$ cat src/wfpd_pkg.sv
// ----------------------------------------------------------------------------
// wfpd_pkg: shared types and constants of the wall follow stop detector
// widths, control word layout and the microprogram of the sequencer
// ----------------------------------------------------------------------------
package wfpd_pkg;

    // field and datapath widths
    localparam int RAW_W      = 12;
    localparam int FILT_W     = 20;
    localparam int ERR_W      = 21;
    localparam int DIFF_W     = 22;
    localparam int PER_W      = 16;
    localparam int GAIN_W     = 16;
    localparam int ALPHA_W    = 9;
    localparam int MUL_A_W    = 21;
    localparam int MUL_B_W    = 20;
    localparam int PROD_W     = MUL_A_W + MUL_B_W;
    localparam int LO_W       = 19;
    localparam int MHI_W      = 18;
    localparam int NUM_W      = 57;
    localparam int QUO_W      = 42;
    localparam int P_W        = 37;
    localparam int SUM_W      = 44;
    localparam int CORR_W     = 24;
    localparam int CFG_IDX_W  = 3;
    localparam int CFG_DATA_W = 16;
    localparam int PC_W       = 5;
    localparam int UCODE_LEN  = 19;

    // microseconds per second
    localparam logic [MUL_B_W-1:0] MEGA = 20'd1000000;

    // reset values of the registers
    localparam logic [RAW_W-1:0]   SIDE_THR_RST  = 12'd3667;
    localparam logic [RAW_W-1:0]   FRONT_THR_RST = 12'd4000;
    localparam logic [ALPHA_W-1:0] ALPHA_RST     = 9'd102;
    localparam logic [GAIN_W-1:0]  PGAIN_RST     = 16'd6554;
    localparam logic [GAIN_W-1:0]  DGAIN_RST     = 16'd197;

    // fixed program steps
    localparam logic [PC_W-1:0] STEP_DIV_WAIT = 5'd16;
    localparam logic [PC_W-1:0] STEP_COMBINE  = 5'd17;
    localparam logic [PC_W-1:0] STEP_FINISH   = 5'd18;

    typedef enum logic [CFG_IDX_W-1:0] {
        CFG_SIDE_THR   = 3'd0,
        CFG_FRONT_THR  = 3'd1,
        CFG_ALPHA      = 3'd2,
        CFG_PROP_GAIN  = 3'd3,
        CFG_DERIV_GAIN = 3'd4
    } t_cfg_idx;

    typedef enum logic [1:0] {
        CAUSE_NONE  = 2'd0,
        CAUSE_FRONT = 2'd1,
        CAUSE_SIDE  = 2'd2
    } t_cause;

    // multiplier operand a
    typedef enum logic [2:0] {
        MA_ZERO, MA_ALPHA, MA_BETA, MA_ABS_E, MA_ABS_DIFF, MA_PROD_LO, MA_MHI
    } t_mul_a;

    // multiplier operand b
    typedef enum logic [2:0] {
        MB_ZERO, MB_RAW, MB_FILT, MB_PGAIN, MB_DGAIN, MB_MEGA
    } t_mul_b;

    // accumulator action on the registered product
    typedef enum logic [2:0] {
        ACC_NONE, ACC_LOAD, ACC_ADD_WR, ACC_SAVE_P, ACC_SAVE_MHI, ACC_ADD_HI
    } t_acc;

    typedef enum logic [2:0] {
        OP_NONE, OP_EVAL, OP_DIFF, OP_DIV_START, OP_COMBINE, OP_FINISH
    } t_op;

    // jump condition, taken jump goes to target
    typedef enum logic [2:0] {
        CD_NEXT, CD_NO_PD, CD_PERIOD_ZERO, CD_DIV_BUSY, CD_OUT_BUSY
    } t_cond;

    typedef struct packed {
        t_mul_a          mul_a;
        t_mul_b          mul_b;
        logic [1:0]      mul_ch;
        t_acc            acc;
        logic [1:0]      wr_ch;
        t_op             op;
        t_cond           cond;
        logic [PC_W-1:0] target;
    } t_uop;

    function automatic t_uop mk_uop(input t_mul_a a, input t_mul_b b,
                                    input logic [1:0] ch, input t_acc acc,
                                    input logic [1:0] wr, input t_op op,
                                    input t_cond cond, input logic [PC_W-1:0] tgt);
        t_uop u;
        u.mul_a  = a;
        u.mul_b  = b;
        u.mul_ch = ch;
        u.acc    = acc;
        u.wr_ch  = wr;
        u.op     = op;
        u.cond   = cond;
        u.target = tgt;
        return u;
    endfunction

    // microprogram: channels 0 left, 1 right, 2 front left, 3 front right
    function automatic t_uop ucode(input logic [PC_W-1:0] pc);
        t_uop u;
        case (pc)
            // low-pass filters, two products per channel
            5'd0:  u = mk_uop(MA_ALPHA, MB_RAW, 2'd0, ACC_NONE, 2'd0, OP_NONE, CD_NEXT, '0);
            5'd1:  u = mk_uop(MA_BETA, MB_FILT, 2'd0, ACC_LOAD, 2'd0, OP_NONE, CD_NEXT, '0);
            5'd2:  u = mk_uop(MA_ALPHA, MB_RAW, 2'd1, ACC_ADD_WR, 2'd0, OP_NONE, CD_NEXT, '0);
            5'd3:  u = mk_uop(MA_BETA, MB_FILT, 2'd1, ACC_LOAD, 2'd0, OP_NONE, CD_NEXT, '0);
            5'd4:  u = mk_uop(MA_ALPHA, MB_RAW, 2'd2, ACC_ADD_WR, 2'd1, OP_NONE, CD_NEXT, '0);
            5'd5:  u = mk_uop(MA_BETA, MB_FILT, 2'd2, ACC_LOAD, 2'd0, OP_NONE, CD_NEXT, '0);
            5'd6:  u = mk_uop(MA_ALPHA, MB_RAW, 2'd3, ACC_ADD_WR, 2'd2, OP_NONE, CD_NEXT, '0);
            5'd7:  u = mk_uop(MA_BETA, MB_FILT, 2'd3, ACC_LOAD, 2'd0, OP_NONE, CD_NEXT, '0);
            5'd8:  u = mk_uop(MA_ZERO, MB_ZERO, 2'd0, ACC_ADD_WR, 2'd3, OP_NONE, CD_NEXT, '0);
            // wall tests and error, skip the pd terms on a stop or no wall
            5'd9:  u = mk_uop(MA_ZERO, MB_ZERO, 2'd0, ACC_NONE, 2'd0, OP_EVAL, CD_NO_PD,
                              STEP_FINISH);
            // proportional product, error difference
            5'd10: u = mk_uop(MA_ABS_E, MB_PGAIN, 2'd0, ACC_NONE, 2'd0, OP_DIFF, CD_NEXT, '0);
            5'd11: u = mk_uop(MA_ABS_DIFF, MB_DGAIN, 2'd0, ACC_SAVE_P, 2'd0, OP_NONE,
                              CD_NEXT, '0);
            // derivative numerator times one million in two partial products
            5'd12: u = mk_uop(MA_PROD_LO, MB_MEGA, 2'd0, ACC_SAVE_MHI, 2'd0, OP_NONE,
                              CD_NEXT, '0);
            5'd13: u = mk_uop(MA_MHI, MB_MEGA, 2'd0, ACC_LOAD, 2'd0, OP_NONE, CD_NEXT, '0);
            5'd14: u = mk_uop(MA_ZERO, MB_ZERO, 2'd0, ACC_ADD_HI, 2'd0, OP_NONE,
                              CD_PERIOD_ZERO, STEP_COMBINE);
            // divide by the sample period
            5'd15: u = mk_uop(MA_ZERO, MB_ZERO, 2'd0, ACC_NONE, 2'd0, OP_DIV_START,
                              CD_NEXT, '0);
            5'd16: u = mk_uop(MA_ZERO, MB_ZERO, 2'd0, ACC_NONE, 2'd0, OP_NONE,
                              CD_DIV_BUSY, STEP_DIV_WAIT);
            5'd17: u = mk_uop(MA_ZERO, MB_ZERO, 2'd0, ACC_NONE, 2'd0, OP_COMBINE,
                              CD_NEXT, '0);
            5'd18: u = mk_uop(MA_ZERO, MB_ZERO, 2'd0, ACC_NONE, 2'd0, OP_FINISH,
                              CD_OUT_BUSY, STEP_FINISH);
            default: u = mk_uop(MA_ZERO, MB_ZERO, 2'd0, ACC_NONE, 2'd0, OP_FINISH,
                                CD_OUT_BUSY, STEP_FINISH);
        endcase
        return u;
    endfunction

endpackage

$ cat src/wfpd_div.sv
// ----------------------------------------------------------------------------
// wfpd_div: radix-4 restoring divider for the derivative term
// unsigned quotient of a 57-bit numerator by a 16-bit period, two bits a
// cycle; a quotient that would not fit in 42 bits returns all ones at once
// ----------------------------------------------------------------------------
module wfpd_div (
    input  logic                        i_clk,
    input  logic                        i_rst_n,
    input  logic                        i_start,
    input  logic [wfpd_pkg::NUM_W-1:0]  i_num,
    input  logic [wfpd_pkg::PER_W-1:0]  i_div,
    output logic                        o_busy,
    output logic [wfpd_pkg::QUO_W-1:0]  o_quo
);
    import wfpd_pkg::*;

    localparam int HEAD_W = NUM_W - QUO_W;
    localparam int ITER   = QUO_W / 2;
    localparam int CNT_W  = $clog2(ITER);

    logic             r_busy;
    logic [CNT_W-1:0] r_cnt;
    logic [PER_W-1:0] r_rem;
    logic [PER_W-1:0] r_div;
    logic [QUO_W-1:0] r_shift;

    logic [PER_W:0]   t1, t2, dv;
    logic             ge1, ge2;
    logic [PER_W-1:0] rem1, rem2;
    logic             ovf;

    // two dependent subtract steps per cycle
    always_comb begin
        dv   = {1'b0, r_div};
        t1   = {r_rem, r_shift[QUO_W-1]};
        ge1  = t1 >= dv;
        rem1 = ge1 ? PER_W'(t1 - dv) : t1[PER_W-1:0];
        t2   = {rem1, r_shift[QUO_W-2]};
        ge2  = t2 >= dv;
        rem2 = ge2 ? PER_W'(t2 - dv) : t2[PER_W-1:0];
        ovf  = {{(PER_W-HEAD_W){1'b0}}, i_num[NUM_W-1:QUO_W]} >= i_div;
    end

    // control
    always_ff @(posedge i_clk) begin
        if (!i_rst_n) begin
            r_busy <= 1'b0;
            r_cnt  <= '0;
        end else if (i_start) begin
            r_busy <= !ovf;
            r_cnt  <= CNT_W'(ITER - 1);
        end else if (r_busy) begin
            if (r_cnt == '0) begin
                r_busy <= 1'b0;
            end else begin
                r_cnt <= r_cnt - 1'b1;
            end
        end
    end

    // datapath: numerator bits shift out the top, quotient bits in below
    always_ff @(posedge i_clk) begin
        if (i_start) begin
            r_div <= i_div;
            if (ovf) begin
                r_shift <= '1;
                r_rem   <= '0;
            end else begin
                r_shift <= i_num[QUO_W-1:0];
                r_rem   <= {{(PER_W-HEAD_W){1'b0}}, i_num[NUM_W-1:QUO_W]};
            end
        end else if (r_busy) begin
            r_shift <= {r_shift[QUO_W-3:0], ge1, ge2};
            r_rem   <= rem2;
        end
    end

    assign o_busy = r_busy;
    assign o_quo  = r_shift;

    // checks
    a_rem_below_div: assert property (@(posedge i_clk) disable iff (!i_rst_n)
        r_busy |-> (r_rem < r_div))
        else $error("divider remainder not below divisor");

    a_start_idle: assert property (@(posedge i_clk) disable iff (!i_rst_n)
        i_start |-> !r_busy)
        else $error("divider started while busy");

    a_cnt_idle: assert property (@(posedge i_clk) disable iff (!i_rst_n)
        (r_busy && r_cnt == '0) |=> !r_busy)
        else $error("divider ran past its last step");

endmodule

$ cat src/wall_follow_pd_stop_detector_top.sv
// ----------------------------------------------------------------------------
// wall_follow_pd_stop_detector_top: wall centering pd with stop detection
// filters four ir readings, stops at a front wall or side wall edge, else
// computes a saturated pd centering correction; microcoded datapath
// ----------------------------------------------------------------------------
//  channel   direction  signals                            content
//  s_axis    in         tvalid tready tdata[63:0] tuser    one sample of four ir readings
//  m_axis    out        tvalid tready tdata[31:0] tlast    correction, cause and wall flags
//  cfg       in         i_cfg_we i_cfg_idx i_cfg_data      register write, no read-back
//
//  a stop or a sample with no wall skips the pd steps, a zero period skips the
//  radix-4 divider, and the full pd path runs the divider to its last step
//  one sample is in flight at a time; the next is taken while a result waits
//  in the output register, which stalls only the last program step
//  synchronous active-low reset restores register defaults and clears state
// ----------------------------------------------------------------------------
module wall_follow_pd_stop_detector_top (
    input  logic                             i_clk,
    input  logic                             i_rst_n,
    // input stream
    input  logic                             s_axis_tvalid,
    output logic                             s_axis_tready,
    // ir_left, ir_right, ir_front_left, ir_front_right, sample_period_us
    input  logic [63:0]                      s_axis_tdata,
    // restart
    input  logic                             s_axis_tuser,
    // result stream
    output logic                             m_axis_tvalid,
    input  logic                             m_axis_tready,
    // correction, stop_cause, left_wall_seen, right_wall_seen, zero fill
    output logic [31:0]                      m_axis_tdata,
    // stop_now
    output logic                             m_axis_tlast,
    // register writes
    input  logic                             i_cfg_we,
    input  logic [wfpd_pkg::CFG_IDX_W-1:0]   i_cfg_idx,
    input  logic [wfpd_pkg::CFG_DATA_W-1:0]  i_cfg_data
);
    import wfpd_pkg::*;

    // configuration
    logic [RAW_W-1:0]   r_side_thr, r_front_thr;
    logic [ALPHA_W-1:0] r_alpha;
    logic [GAIN_W-1:0]  r_pgain, r_dgain;

    // item and move state
    logic [RAW_W-1:0]   r_raw [4];
    logic [PER_W-1:0]   r_period;
    logic [FILT_W-1:0]  r_filt [4];
    logic signed [ERR_W-1:0]  r_prev_err;
    logic               r_lwb, r_rwb, r_active;

    // sequencer
    logic               r_busy;
    logic [PC_W-1:0]    r_pc;
    t_uop               uw;

    // datapath
    logic [PROD_W-1:0]  r_prod;
    logic [NUM_W-1:0]   r_acc;
    logic signed [P_W-1:0]    r_p;
    logic [MHI_W-1:0]   r_mhi;
    logic signed [ERR_W-1:0]  r_err;
    logic signed [DIFF_W-1:0] r_diff;
    logic               r_lw, r_rw;
    t_cause             r_cause;
    logic [CORR_W-1:0]  r_corr;

    // output register
    logic               r_out_valid, r_out_last, r_out_lw, r_out_rw;
    logic [1:0]         r_out_cause;
    logic [CORR_W-1:0]  r_out_corr;

    logic               s_acc, m_acc, out_free, jump, div_busy, div_start;
    logic [QUO_W-1:0]   div_quo;
    logic [ALPHA_W-1:0] alpha_c, beta;
    logic [MUL_A_W-1:0] mul_a;
    logic [MUL_B_W-1:0] mul_b;
    logic [MUL_A_W-1:0] abs_e, abs_diff;
    logic [28:0]        filt_sum;
    logic [FILT_W-1:0]  side_t, front_t, e_min, e_sub;
    logic               lw, rw, front_hit, edge_hit, pd_go;
    logic signed [ERR_W-1:0]  e_new;
    logic signed [QUO_W:0]    d_s;
    logic signed [SUM_W-1:0]  pd_sum;
    logic [CORR_W-1:0]  corr_sat;

    assign s_acc         = s_axis_tvalid && s_axis_tready;
    assign m_acc         = m_axis_tvalid && m_axis_tready;
    assign out_free      = !r_out_valid || m_axis_tready;
    assign s_axis_tready = !r_busy;
    assign uw            = ucode(r_pc);
    assign div_start     = r_busy && (uw.op == OP_DIV_START);

    // weight of the new sample, above one acts as one
    assign alpha_c = r_alpha[ALPHA_W-1] ? 9'd256 : r_alpha;
    assign beta    = 9'd256 - alpha_c;

    // magnitudes for the unsigned multiplier
    always_comb begin
        abs_e    = r_err[ERR_W-1] ? MUL_A_W'(-r_err) : MUL_A_W'(r_err);
        abs_diff = r_diff[DIFF_W-1] ? MUL_A_W'(-r_diff) : MUL_A_W'(r_diff);
    end

    // shared multiplier operand select
    always_comb begin
        case (uw.mul_a)
            MA_ALPHA:    mul_a = {12'd0, alpha_c};
            MA_BETA:     mul_a = {12'd0, beta};
            MA_ABS_E:    mul_a = abs_e;
            MA_ABS_DIFF: mul_a = abs_diff;
            MA_PROD_LO:  mul_a = {2'd0, r_prod[LO_W-1:0]};
            MA_MHI:      mul_a = {3'd0, r_mhi};
            default:     mul_a = '0;
        endcase
        case (uw.mul_b)
            MB_RAW:   mul_b = {r_raw[uw.mul_ch], 8'd0};
            MB_FILT:  mul_b = r_filt[uw.mul_ch];
            MB_PGAIN: mul_b = {4'd0, r_pgain};
            MB_DGAIN: mul_b = {4'd0, r_dgain};
            MB_MEGA:  mul_b = MEGA;
            default:  mul_b = '0;
        endcase
    end

    assign filt_sum = r_acc[28:0] + r_prod[28:0];

    // wall tests and centering error
    always_comb begin
        side_t    = {r_side_thr, 8'd0};
        front_t   = {r_front_thr, 8'd0};
        lw        = r_filt[0] > side_t;
        rw        = r_filt[1] > side_t;
        front_hit = (r_filt[2] > front_t) || (r_filt[3] > front_t);
        edge_hit  = (r_lwb && !lw) || (r_rwb && !rw);
        pd_go     = !front_hit && !edge_hit && (lw || rw);
        if (lw && rw) begin
            e_min = r_filt[1];
            e_sub = r_filt[0];
        end else if (rw) begin
            e_min = r_filt[1];
            e_sub = side_t;
        end else begin
            e_min = side_t;
            e_sub = r_filt[0];
        end
        e_new = $signed({1'b0, e_min}) - $signed({1'b0, e_sub});
    end

    // p plus truncated d, floor by 2^16, saturate
    always_comb begin
        if (r_period == '0) begin
            d_s = '0;
        end else if (r_diff[DIFF_W-1]) begin
            d_s = -$signed({1'b0, div_quo});
        end else begin
            d_s = $signed({1'b0, div_quo});
        end
        pd_sum = $signed({{(SUM_W-P_W){r_p[P_W-1]}}, r_p})
               + $signed({d_s[QUO_W], d_s});
        if (pd_sum[SUM_W-1:39] == '0 || pd_sum[SUM_W-1:39] == '1) begin
            corr_sat = pd_sum[39:16];
        end else if (pd_sum[SUM_W-1]) begin
            corr_sat = {1'b1, {(CORR_W-1){1'b0}}};
        end else begin
            corr_sat = {1'b0, {(CORR_W-1){1'b1}}};
        end
    end

    // jump condition
    always_comb begin
        case (uw.cond)
            CD_NO_PD:       jump = !pd_go;
            CD_PERIOD_ZERO: jump = (r_period == '0);
            CD_DIV_BUSY:    jump = div_busy;
            CD_OUT_BUSY:    jump = !out_free;
            default:        jump = 1'b0;
        endcase
    end

    // configuration registers
    always_ff @(posedge i_clk) begin
        if (!i_rst_n) begin
            r_side_thr  <= SIDE_THR_RST;
            r_front_thr <= FRONT_THR_RST;
            r_alpha     <= ALPHA_RST;
            r_pgain     <= PGAIN_RST;
            r_dgain     <= DGAIN_RST;
        end else if (i_cfg_we) begin
            case (t_cfg_idx'(i_cfg_idx))
                CFG_SIDE_THR:   r_side_thr  <= i_cfg_data[RAW_W-1:0];
                CFG_FRONT_THR:  r_front_thr <= i_cfg_data[RAW_W-1:0];
                CFG_ALPHA:      r_alpha     <= i_cfg_data[ALPHA_W-1:0];
                CFG_PROP_GAIN:  r_pgain     <= i_cfg_data;
                CFG_DERIV_GAIN: r_dgain     <= i_cfg_data;
                default: ;
            endcase
        end
    end

    // step counter
    always_ff @(posedge i_clk) begin
        if (!i_rst_n) begin
            r_busy <= 1'b0;
            r_pc   <= '0;
        end else if (s_acc) begin
            r_busy <= 1'b1;
            r_pc   <= '0;
        end else if (r_busy) begin
            if (jump) begin
                r_pc <= uw.target;
            end else if (uw.op == OP_FINISH) begin
                r_busy <= 1'b0;
                r_pc   <= '0;
            end else begin
                r_pc <= r_pc + 1'b1;
            end
        end
    end

    // move state: filters, previous error, wall flags
    always_ff @(posedge i_clk) begin
        if (!i_rst_n) begin
            r_filt[0]  <= '0;
            r_filt[1]  <= '0;
            r_filt[2]  <= '0;
            r_filt[3]  <= '0;
            r_prev_err <= '0;
            r_lwb      <= 1'b0;
            r_rwb      <= 1'b0;
            r_active   <= 1'b0;
        end else if (s_acc) begin
            // new move clears front filters and history
            if (s_axis_tuser || !r_active) begin
                r_filt[2]  <= '0;
                r_filt[3]  <= '0;
                r_prev_err <= '0;
                r_lwb      <= 1'b0;
                r_rwb      <= 1'b0;
                r_active   <= 1'b1;
            end
        end else if (r_busy) begin
            if (uw.acc == ACC_ADD_WR) begin
                r_filt[uw.wr_ch] <= filt_sum[27:8];
            end
            if (uw.op == OP_EVAL) begin
                if (front_hit) begin
                    r_active <= 1'b0;
                end else if (edge_hit) begin
                    r_lwb    <= 1'b0;
                    r_rwb    <= 1'b0;
                    r_active <= 1'b0;
                end else begin
                    r_lwb <= lw;
                    r_rwb <= rw;
                end
            end
            if (uw.op == OP_DIFF) begin
                r_prev_err <= r_err;
            end
        end
    end

    // datapath registers
    always_ff @(posedge i_clk) begin
        if (s_acc) begin
            r_raw[0] <= s_axis_tdata[11:0];
            r_raw[1] <= s_axis_tdata[23:12];
            r_raw[2] <= s_axis_tdata[35:24];
            r_raw[3] <= s_axis_tdata[47:36];
            r_period <= s_axis_tdata[63:48];
        end
        r_prod <= mul_a * mul_b;
        case (uw.acc)
            ACC_LOAD:     r_acc <= {{(NUM_W-PROD_W){1'b0}}, r_prod};
            ACC_ADD_HI:   r_acc <= r_acc + {r_prod[37:0], {LO_W{1'b0}}};
            ACC_SAVE_P: begin
                if (r_err[ERR_W-1]) begin
                    r_p <= -$signed({1'b0, r_prod[35:0]});
                end else begin
                    r_p <= $signed({1'b0, r_prod[35:0]});
                end
            end
            ACC_SAVE_MHI: r_mhi <= r_prod[LO_W+MHI_W-1:LO_W];
            default: ;
        endcase
        case (uw.op)
            OP_EVAL: begin
                r_lw   <= lw;
                r_rw   <= rw;
                r_err  <= e_new;
                r_corr <= '0;
                if (front_hit) begin
                    r_cause <= CAUSE_FRONT;
                end else if (edge_hit) begin
                    r_cause <= CAUSE_SIDE;
                end else begin
                    r_cause <= CAUSE_NONE;
                end
            end
            OP_DIFF:    r_diff <= DIFF_W'(r_err) - DIFF_W'(r_prev_err);
            OP_COMBINE: r_corr <= corr_sat;
            default: ;
        endcase
    end

    // output register
    always_ff @(posedge i_clk) begin
        if (!i_rst_n) begin
            r_out_valid <= 1'b0;
        end else if (r_busy && uw.op == OP_FINISH && out_free) begin
            r_out_valid <= 1'b1;
        end else if (m_acc) begin
            r_out_valid <= 1'b0;
        end
    end

    always_ff @(posedge i_clk) begin
        if (r_busy && uw.op == OP_FINISH && out_free) begin
            r_out_corr  <= r_corr;
            r_out_last  <= (r_cause != CAUSE_NONE);
            r_out_cause <= r_cause;
            r_out_lw    <= r_lw;
            r_out_rw    <= r_rw;
        end
    end

    wfpd_div u_div (
        .i_clk   (i_clk),
        .i_rst_n (i_rst_n),
        .i_start (div_start),
        .i_num   (r_acc),
        .i_div   (r_period),
        .o_busy  (div_busy),
        .o_quo   (div_quo)
    );

    assign m_axis_tvalid = r_out_valid;
    assign m_axis_tlast  = r_out_last;
    assign m_axis_tdata  = {4'd0, r_out_rw, r_out_lw, r_out_cause, r_out_corr};

    // checks
    a_start_at_zero: assert property (@(posedge i_clk) disable iff (!i_rst_n)
        s_acc |=> (r_busy && r_pc == '0))
        else $error("sample accepted without program start");

    a_pc_in_range: assert property (@(posedge i_clk) disable iff (!i_rst_n)
        r_busy |-> (r_pc < PC_W'(UCODE_LEN)))
        else $error("step counter outside the program");

    a_stop_ends_move: assert property (@(posedge i_clk) disable iff (!i_rst_n)
        (r_busy && uw.op == OP_FINISH && out_free && r_cause != CAUSE_NONE)
        |=> !r_active)
        else $error("move still active after a stop");

    a_last_has_cause: assert property (@(posedge i_clk) disable iff (!i_rst_n)
        (m_axis_tvalid && m_axis_tlast) |-> (m_axis_tdata[25:24] != CAUSE_NONE))
        else $error("stop result without a cause");

endmodule

$ cat config.mk
export PLATFORM = sky130hd
export DESIGN_NAME = wall_follow_pd_stop_detector_top
export DESIGN_NICKNAME = d
export VERILOG_FILES = /design/src/wfpd_pkg.sv /design/src/wfpd_div.sv /design/src/wall_follow_pd_stop_detector_top.sv
export SDC_FILE = /design/constraint.sdc
export NUM_CORES = 2
export LEC_CHECK = 0
export ABC_AREA = 1
export BUFFER_PORTS_ARGS = -buffer_cell sky130_fd_sc_hd__buf_2
export CAP_MARGIN = 20
export CORE_UTILIZATION = 65
export DETAILED_ROUTE_END_ITERATION = 16
export GPL_ROUTABILITY_DRIVEN = 1
export PLACE_DENSITY = 0.8
export SLEW_MARGIN = 20
export SYNTH_ARGS = -nofsm -noshare
export SYNTH_HDL_FRONTEND = slang
export SYNTH_SLANG_ARGS = --single-unit
$ cat constraint.sdc
create_clock -name i_clk -period 8.2 [get_ports i_clk]
set_input_delay 0.82 -clock i_clk [delete_from_list [all_inputs] [get_ports i_clk]]
set_output_delay 0.82 -clock i_clk [all_outputs]
set_load 0.005 [all_outputs]
Yosys cells after proc, flatten, opt, wreduce, memory -nomap -nowiden --
Memories as Yosys holds them, arrays and structs flattened. A register that Yosys moved wholly into a read port is not among the register bits. Cells that the tools add are included.
Storage, ports and cells: memories kept 3, output and inout bits 35, logic and storage cells 229, bits in writable memories 128, ROM bits 704, register bits 445
Operators by class: multiplexer cells 80, reduce and logical (&&, ||, !) cells 52, add/subtract/negate cells 14, bitwise logic cells 4, equal/unequal tests 33, magnitude comparators 7, multiply operators 1
Memories:
- (no name shown) | depth 32, width 22, read ports 1, clocked after Yosys merged registers in 1, wr ports 0, line wfpd_pkg.sv:113 | case (pc)
- r_filt | depth 4, width 20, read ports 5, clocked after Yosys merged registers in 0, wr ports 4, line wall_follow_pd_stop_detector_top.sv:49 | logic [FILT_W-1:0] r_filt [4];
- r_raw | depth 4, width 12, read ports 1, clocked after Yosys merged registers in 0, wr ports 4, line wall_follow_pd_stop_detector_top.sv:47 | logic [RAW_W-1:0] r_raw [4];
Operator list (number):
- 20-bit 2-to-1 mux | 7
- 21-bit 2-to-1 mux | 6
- 42-bit 2-to-1 mux | 3
- 21-bit case mux with 6 select lines | 1
- 57-bit case mux with 2 select lines | 1
- 20-bit case mux with 5 select lines | 1
- 43-bit 2-to-1 mux | 2
- 20-bit > comparator | 4
- 16-bit 2-to-1 mux | 4
- 57-bit adder | 1
- 24-bit 2-to-1 mux | 2
- 24-bit case mux with 2 select lines | 1
- 37-bit by 43-bit adder with 44-bit output | 1
- 42-bit negation with 43-bit output | 1
- 21-bit negation | 2
- 21-bit by 20-bit multiplier with 41-bit output | 1
- 1-bit 2-to-1 mux | 39
- 36-bit negation with 37-bit output | 1
- 3-bit by 2-bit == test with 1-bit output (second input constant) | 12
- 36-bit 2-to-1 mux | 1
- 5-bit 2-to-1 mux | 7
- 17-bit by 16-bit greater-or-equal comparator with 1-bit output | 2
- 3-bit == test (second input constant) | 11
- 16-bit subtractor | 2
- 30 further kinds | 78

Longest topological paths before layout --
An unclocked memory read counts as a cell.
word-level depth 13, depth in mapped cells 40

Cells and area by module --
From an unflattened synthesis, not the netlist that was laid out.
Unflattened totals: cells, all modules 6409, area, all modules 51859.7 µm²
Modules (own cells, without submodules):
- wall_follow_pd_stop_detector_top | instances 1, cells each 5701, area an instance 45996.6 µm², sequential area each 13853.3 µm²
- wfpd_div | instances 1, cells each 708, area an instance 5863.1 µm², sequential area each 2342.2 µm²

Worst setup path before layout --
OpenSTA, ideal clock, no wires.
path type flip-flop to flip-flop, from register r_diff[0], to register r_prod[38], library setup time 0.072 ns, cell stages (with the launch flop) 40, buffers on the path 1, period minus slack after synthesis 7.450 ns, arrival 7.379 ns, path slack 0.750 ns, cells stage by stage edfxtp_1 -> inv_1 -> ha_1 -> inv_1 -> o21ai_0 -> inv_1 -> a21oi_1 -> o21ai_0 -> a21o_1 -> o2111ai_1 -> nor3_2 -> inv_2 -> clkbuf_1 -> nand2_1 -> fa_1 -> inv_1 -> fa_1 -> inv_1 -> [... 4 more ...] -> fa_1 -> inv_1 -> fa_1 -> inv_1 -> fa_1 -> inv_1 -> ha_1 -> nand2_1 -> nor2_1 -> inv_1 -> nor3_1 -> nand4_1 -> nand3_1 -> a21boi_0 -> o21ai_0 -> nand2_1 -> nand2_1 -> xor2_1
On the way: word-level cells in the longest chain between the ends 4
Ends and longest elaborated chain:
- from (decl) | line wall_follow_pd_stop_detector_top.sv:64 | logic signed [DIFF_W-1:0] r_diff;
- from (signal assigned) | line wall_follow_pd_stop_detector_top.sv:301 | OP_DIFF: r_diff <= DIFF_W'(r_err) - DIFF_W'(r_prev_err);
- 21-bit negation | line wall_follow_pd_stop_detector_top.sv:102 | abs_diff = r_diff[DIFF_W-1] ? MUL_A_W'(-r_diff) : MUL_A_W'(r_diff);
- 21-bit 2-to-1 mux (*) | line wall_follow_pd_stop_detector_top.sv:102
- 21-bit case mux with 6 select lines (*) | line wall_follow_pd_stop_detector_top.sv:107 | case (uw.mul_a)
- 21-bit by 20-bit multiplier with 41-bit output (*) | line wall_follow_pd_stop_detector_top.sv:273 | r_prod <= mul_a * mul_b;
- to (signal assigned) | line wall_follow_pd_stop_detector_top.sv:273
- to (decl) | line wall_follow_pd_stop_detector_top.sv:59 | logic [PROD_W-1:0] r_prod;
Every way passes the cells marked *; elsewhere a longest branch is shown, timed or not. A chain may end at the register's enable or synchronous reset.

Final worst setup path --
from register, netlist name uw[19], to register r_prod[35]
On the way: word-level cells in the longest chain between the ends 3, elaborated cells between the ends (all ways) 7, those cells by class mul (1); eq/ne (5); mux (1)
Ends and longest elaborated chain:
- 3-bit == test, or another cell as far along | line wall_follow_pd_stop_detector_top.sv:116 | case (uw.mul_b)
- 20-bit case mux with 5 select lines (*) | line wall_follow_pd_stop_detector_top.sv:116
- 21-bit by 20-bit multiplier with 41-bit output (*) | line wall_follow_pd_stop_detector_top.sv:273
Marks and branches as above.

==> summary.md <==
| Metric | Value |
|---|---|
| Net Sw Frac | 42.21% |
| XOR/XNOR Fraction of Synth Area | under 10% |
| Adder-cell share of the synthesized area | 23.40% |
| Post-synthesis compound-gate area fraction | 11.67% |
| Final count of hold timing violations | 0 |
| Slew at the pin closest to its max-slew limit | 1.204 ns |
| DRT Pass-1 Iters | 7 |
| Critical Path AT | 8.45 ns |
| Clk_skew | 0.07023 ns |
| WP data required | 8.77 ns |
| Area Growth Syn to Fin | 9.061% |
| Hold_buf cts | 0 |
| Cell count after synthesis | roughly 6400 |
| Placer congestion estimate | 0.9809 |
| Crit end category | register |
| GR peak layer | met2 |
| VDD IR max | 0.2814 mV |
| Pwr/cell area | 214.0 nW/um^2 |
| Post-synth EDFFs | 430 |
| GRT Total Usage | 38.99% |
| Unrepaired setup endpoints after global routing | yes |
| Core Rows | 102 |
| Delay of the slowest critical-path stage | 0.59 ns |
| Final Setup Violations | 0 |
| Synth unique cells | 70 |
| Post-synthesis mux area share | 0% |
| Number of H-tree levels | 2 |
| Most used cell, CP | inv_1 |
| Die area | about 80000 um^2 |
| 1st-iter DRT viols | ~4300 |
| DR WL/cell | 20.44 um |
| CP Class | register to register |
| Deepest clock path buffer count | 3 |
| Min cycle time layout | just under 8 ns |
| Worst setup SP type | register |
| Int Power | 6.881 mW |
| Global-route wire length before repair | 237400 um |
| Met2 Use GR | 63.62% |
| Drt total wl | 155500 um |
| Detail Route Antenna Nets | 0 |
| Layout cells sized above 1 | ~8% |
| Sequential Power Share | 31.4% |
| Rel. slew slack | 19.18% |
| Warnings from Yosys | 0 |
| Avg Inst Size Synth | 8.031 um^2 |
| Die H | 282.1 um |
| Post-route DRC violation count | 0 |
| Commonest non-fill, non-tap cells in the layout | nand2_1, inv_1, nor2_1, a21oi_1, edfxtp_1 |
| Hold WC Path Type | input port to register |
| Setup TNS Final | 0 ns |
| Final period util | between 90% and 100% |
| Placeable Area | 77590 um^2 |
| IO Port Bufs | between 100 and 150 |
| Most common cell after layout, fill and taps aside | nand2_1 |
| Maxcap violations | 0 |
| Worst-path clk slew | 0.06 ns |
| I/O pin cnt | 124 |
| CP max-delay cell | dfxtp_1 |
| Leak | 26.64 nW |
| Outcome | finished clean |
| Root Buffer | clkbuf_16 |
| Asr flop ratio synth | 0% |
| Top_reg_cell synth | edfxtp_1 |
| Combinational power share | 44.8% |
| Congestion Overflow GR | 0 |
| Total Nets Final | 7349 |
| Pins over their slew limit | 0 |
| Via/cell ratio | 5.845 |
| Die width | approximately 280 um |
| Initial antenna violation count | 2 |
| Clk_lat worst skew | 0.69 ns |
| Hold WS | 0.3105 ns |
| CTS tree | built |
| Met3 GRT Util | under 10% |
| Clock power share | around a quarter |
| Starting Density | 65.74% |
| Switching component of the power | 5.025 mW |
| Simple-Gate Fraction of Synth Area | approximately 20% |
| Met1 Usage GRT | 49.30% |
| Sink Count | roughly 590 |
| CTS Buf Count | 61 |
| Main combinational cell family by area after synthesis | adder cells |
| Layout fillers | 6298 |
| Detail Placement HPWL | 123200 um |
| CP max FO | 19 |
| Fmax | 126.9 MHz |
| Detailed-route via count | 44450 |
| Pwr Total | 11.91 mW |
| Seq/Total Area, Yosys | 31.75% |
| Vias in the first global route | about 43000 |
| Synthesized cell area | 51010 um^2 |
| Largest net degree at the start of global routing | 70 |
| Number of synthesized register bits | 594 |
==> cell type report <==
| cell class | instances | area (um^2) | share of cell area, % |
|---|---|---|---|
| Timing Repair Buffer | 271 | 1795 | 3.227 |
| Sequential cell | 594 | 16200 | 29.12 |
| Antenna cell | 1 | 2.502 | 0.004498 |
| Multi-Input combinational cell | 4466 | 30090 | 54.09 |
| Clock inverter | 23 | 183.9 | 0.3306 |
| Clock buffer | 93 | 1846 | 3.317 |
| Inverter | 1118 | 4214 | 7.575 |
| Tap cell | 1040 | 1301 | 2.339 |
==> path summary, 6_finish.rpt <==
kind	depth (start not counted)	end	slack (ns)	from
worst max register to register	33	r_prod[35]	0.32	uw[19]
worst min register to register	0	r_out_cause[1]	0.40	r_cause[1]
worst min-delay path	1	r_period[3]	0.31	s_axis_tdata[51]
worst max-delay path	33	r_prod[35]	0.32	uw[19]
==> per-stage QoR <==
| stage | cells | instance area, um^2 | utilization [%] | setup slack, ns |
|---|---|---|---|---|
| 6_report | 7606 | 55630 | 71.70 | 0.3199 |
| 3_3_place_gp | 7476 | 53280 | 68.66 | 0.2158 |
| 4_1_cts | 7592 | 55320 | 71.29 | 0.1079 |
| 2_1_floorplan | 6355 | 51020 | - | 0.7498 |
| 3_5_place_dp | 7476 | 53290 | 68.67 | 0.09956 |
| 5_1_grt | 7605 | 55630 | 71.69 | -0.09867 |
==> synthesized netlist by cell type, types with 15 or more instances <==
master | instances | area share [%]
nand2_1 | 1268 | 9.3
o21a_1 | 15 | 0.22
o31ai_1 | 26 | 0.38
o21ai_1 | 29 | 0.28
buf_2 | 50 | 0.49
nor3_1 | 72 | 0.71
xnor2_1 | 85 | 1.5
o21bai_1 | 16 | 0.24
fa_1 | 343 | 13
edfxtp_1 | 430 | 25
nand4_1 | 40 | 0.49
nor4_1 | 25 | 0.31
o211ai_1 | 24 | 0.35
nor2_1 | 675 | 5.0
o21ai_0 | 366 | 3.6
inv_1 | 1081 | 8.0
xor2_1 | 113 | 1.9
nand2_2 | 17 | 0.21
dfxtp_1 | 164 | 6.4
nand3_1 | 259 | 2.5
a21o_1 | 33 | 0.49
clkbuf_1 | 103 | 0.76
inv_2 | 19 | 0.14
a31oi_1 | 33 | 0.40
a21oi_1 | 471 | 4.6
ha_1 | 405 | 9.9
==> repair_timing <==
item	4_1_cts	5_1_grt
resized for setup	0	44
endpoints found under the setup margin	0	19
buffers inserted	0	12
==> critical path, delay by kind of cell (launching register included) <==
kind / cells / cell delay, ns
flops: 1 / 0.59
xor+xnor: 1 / 0.12
buf+inv: 12 / 1.36
fa+ha+maj: 8 / 3.94
simple gates: 7 / 0.96
compound gates: 5 / 0.82
==> registers in the layout, indices dropped and copies added (netlist names), 18 cells and up <==
| name | cells |
|---|---|
| r_filt | 80 |
| r_acc | 57 |
| r_raw | 48 |
| u_div.o_quo | 42 |
| r_prod | 41 |
| r_p | 37 |
| r_corr | 24 |
| r_out_corr | 24 |
| r_diff | 22 |
| r_err | 21 |
| r_prev_err | 21 |
| uw | 21 |
| r_mhi | 18 |
==> power by group through the flow <==
stage	sequential (mW)	clock, mW	combinational (mW)
after floorplan	3.61	0	3.33
after global placement	3.78	0	4.98
after detailed placement	3.78	0	5.08
after CTS	3.72	2.84	5.12
after global routing	3.73	2.95	5.84
final	3.73	2.83	5.34
==> logic make-up (layout without fill, tap and decap cells) <==
group,after synthesis,in the layout
simple gates,2436,2436
buf+inv,1295,1505
compound gates,1080,1080
fa+ha+maj,748,748
flops,594,594
xor+xnor,198,198
other cells,1,5
==> layer usage <==
metal / vias to the layer above / share of wire [%] / routed length, um
met2: 2157 / 46 / 71520
met3: 442 / 9.5 / 14840
met1: 20980 / 39 / 60110
met5: - / 0.0071 / 11
li1: 20880 / - / -
met4: 2 / 5.8 / 9013
Power figures use the tool's default switching activity.
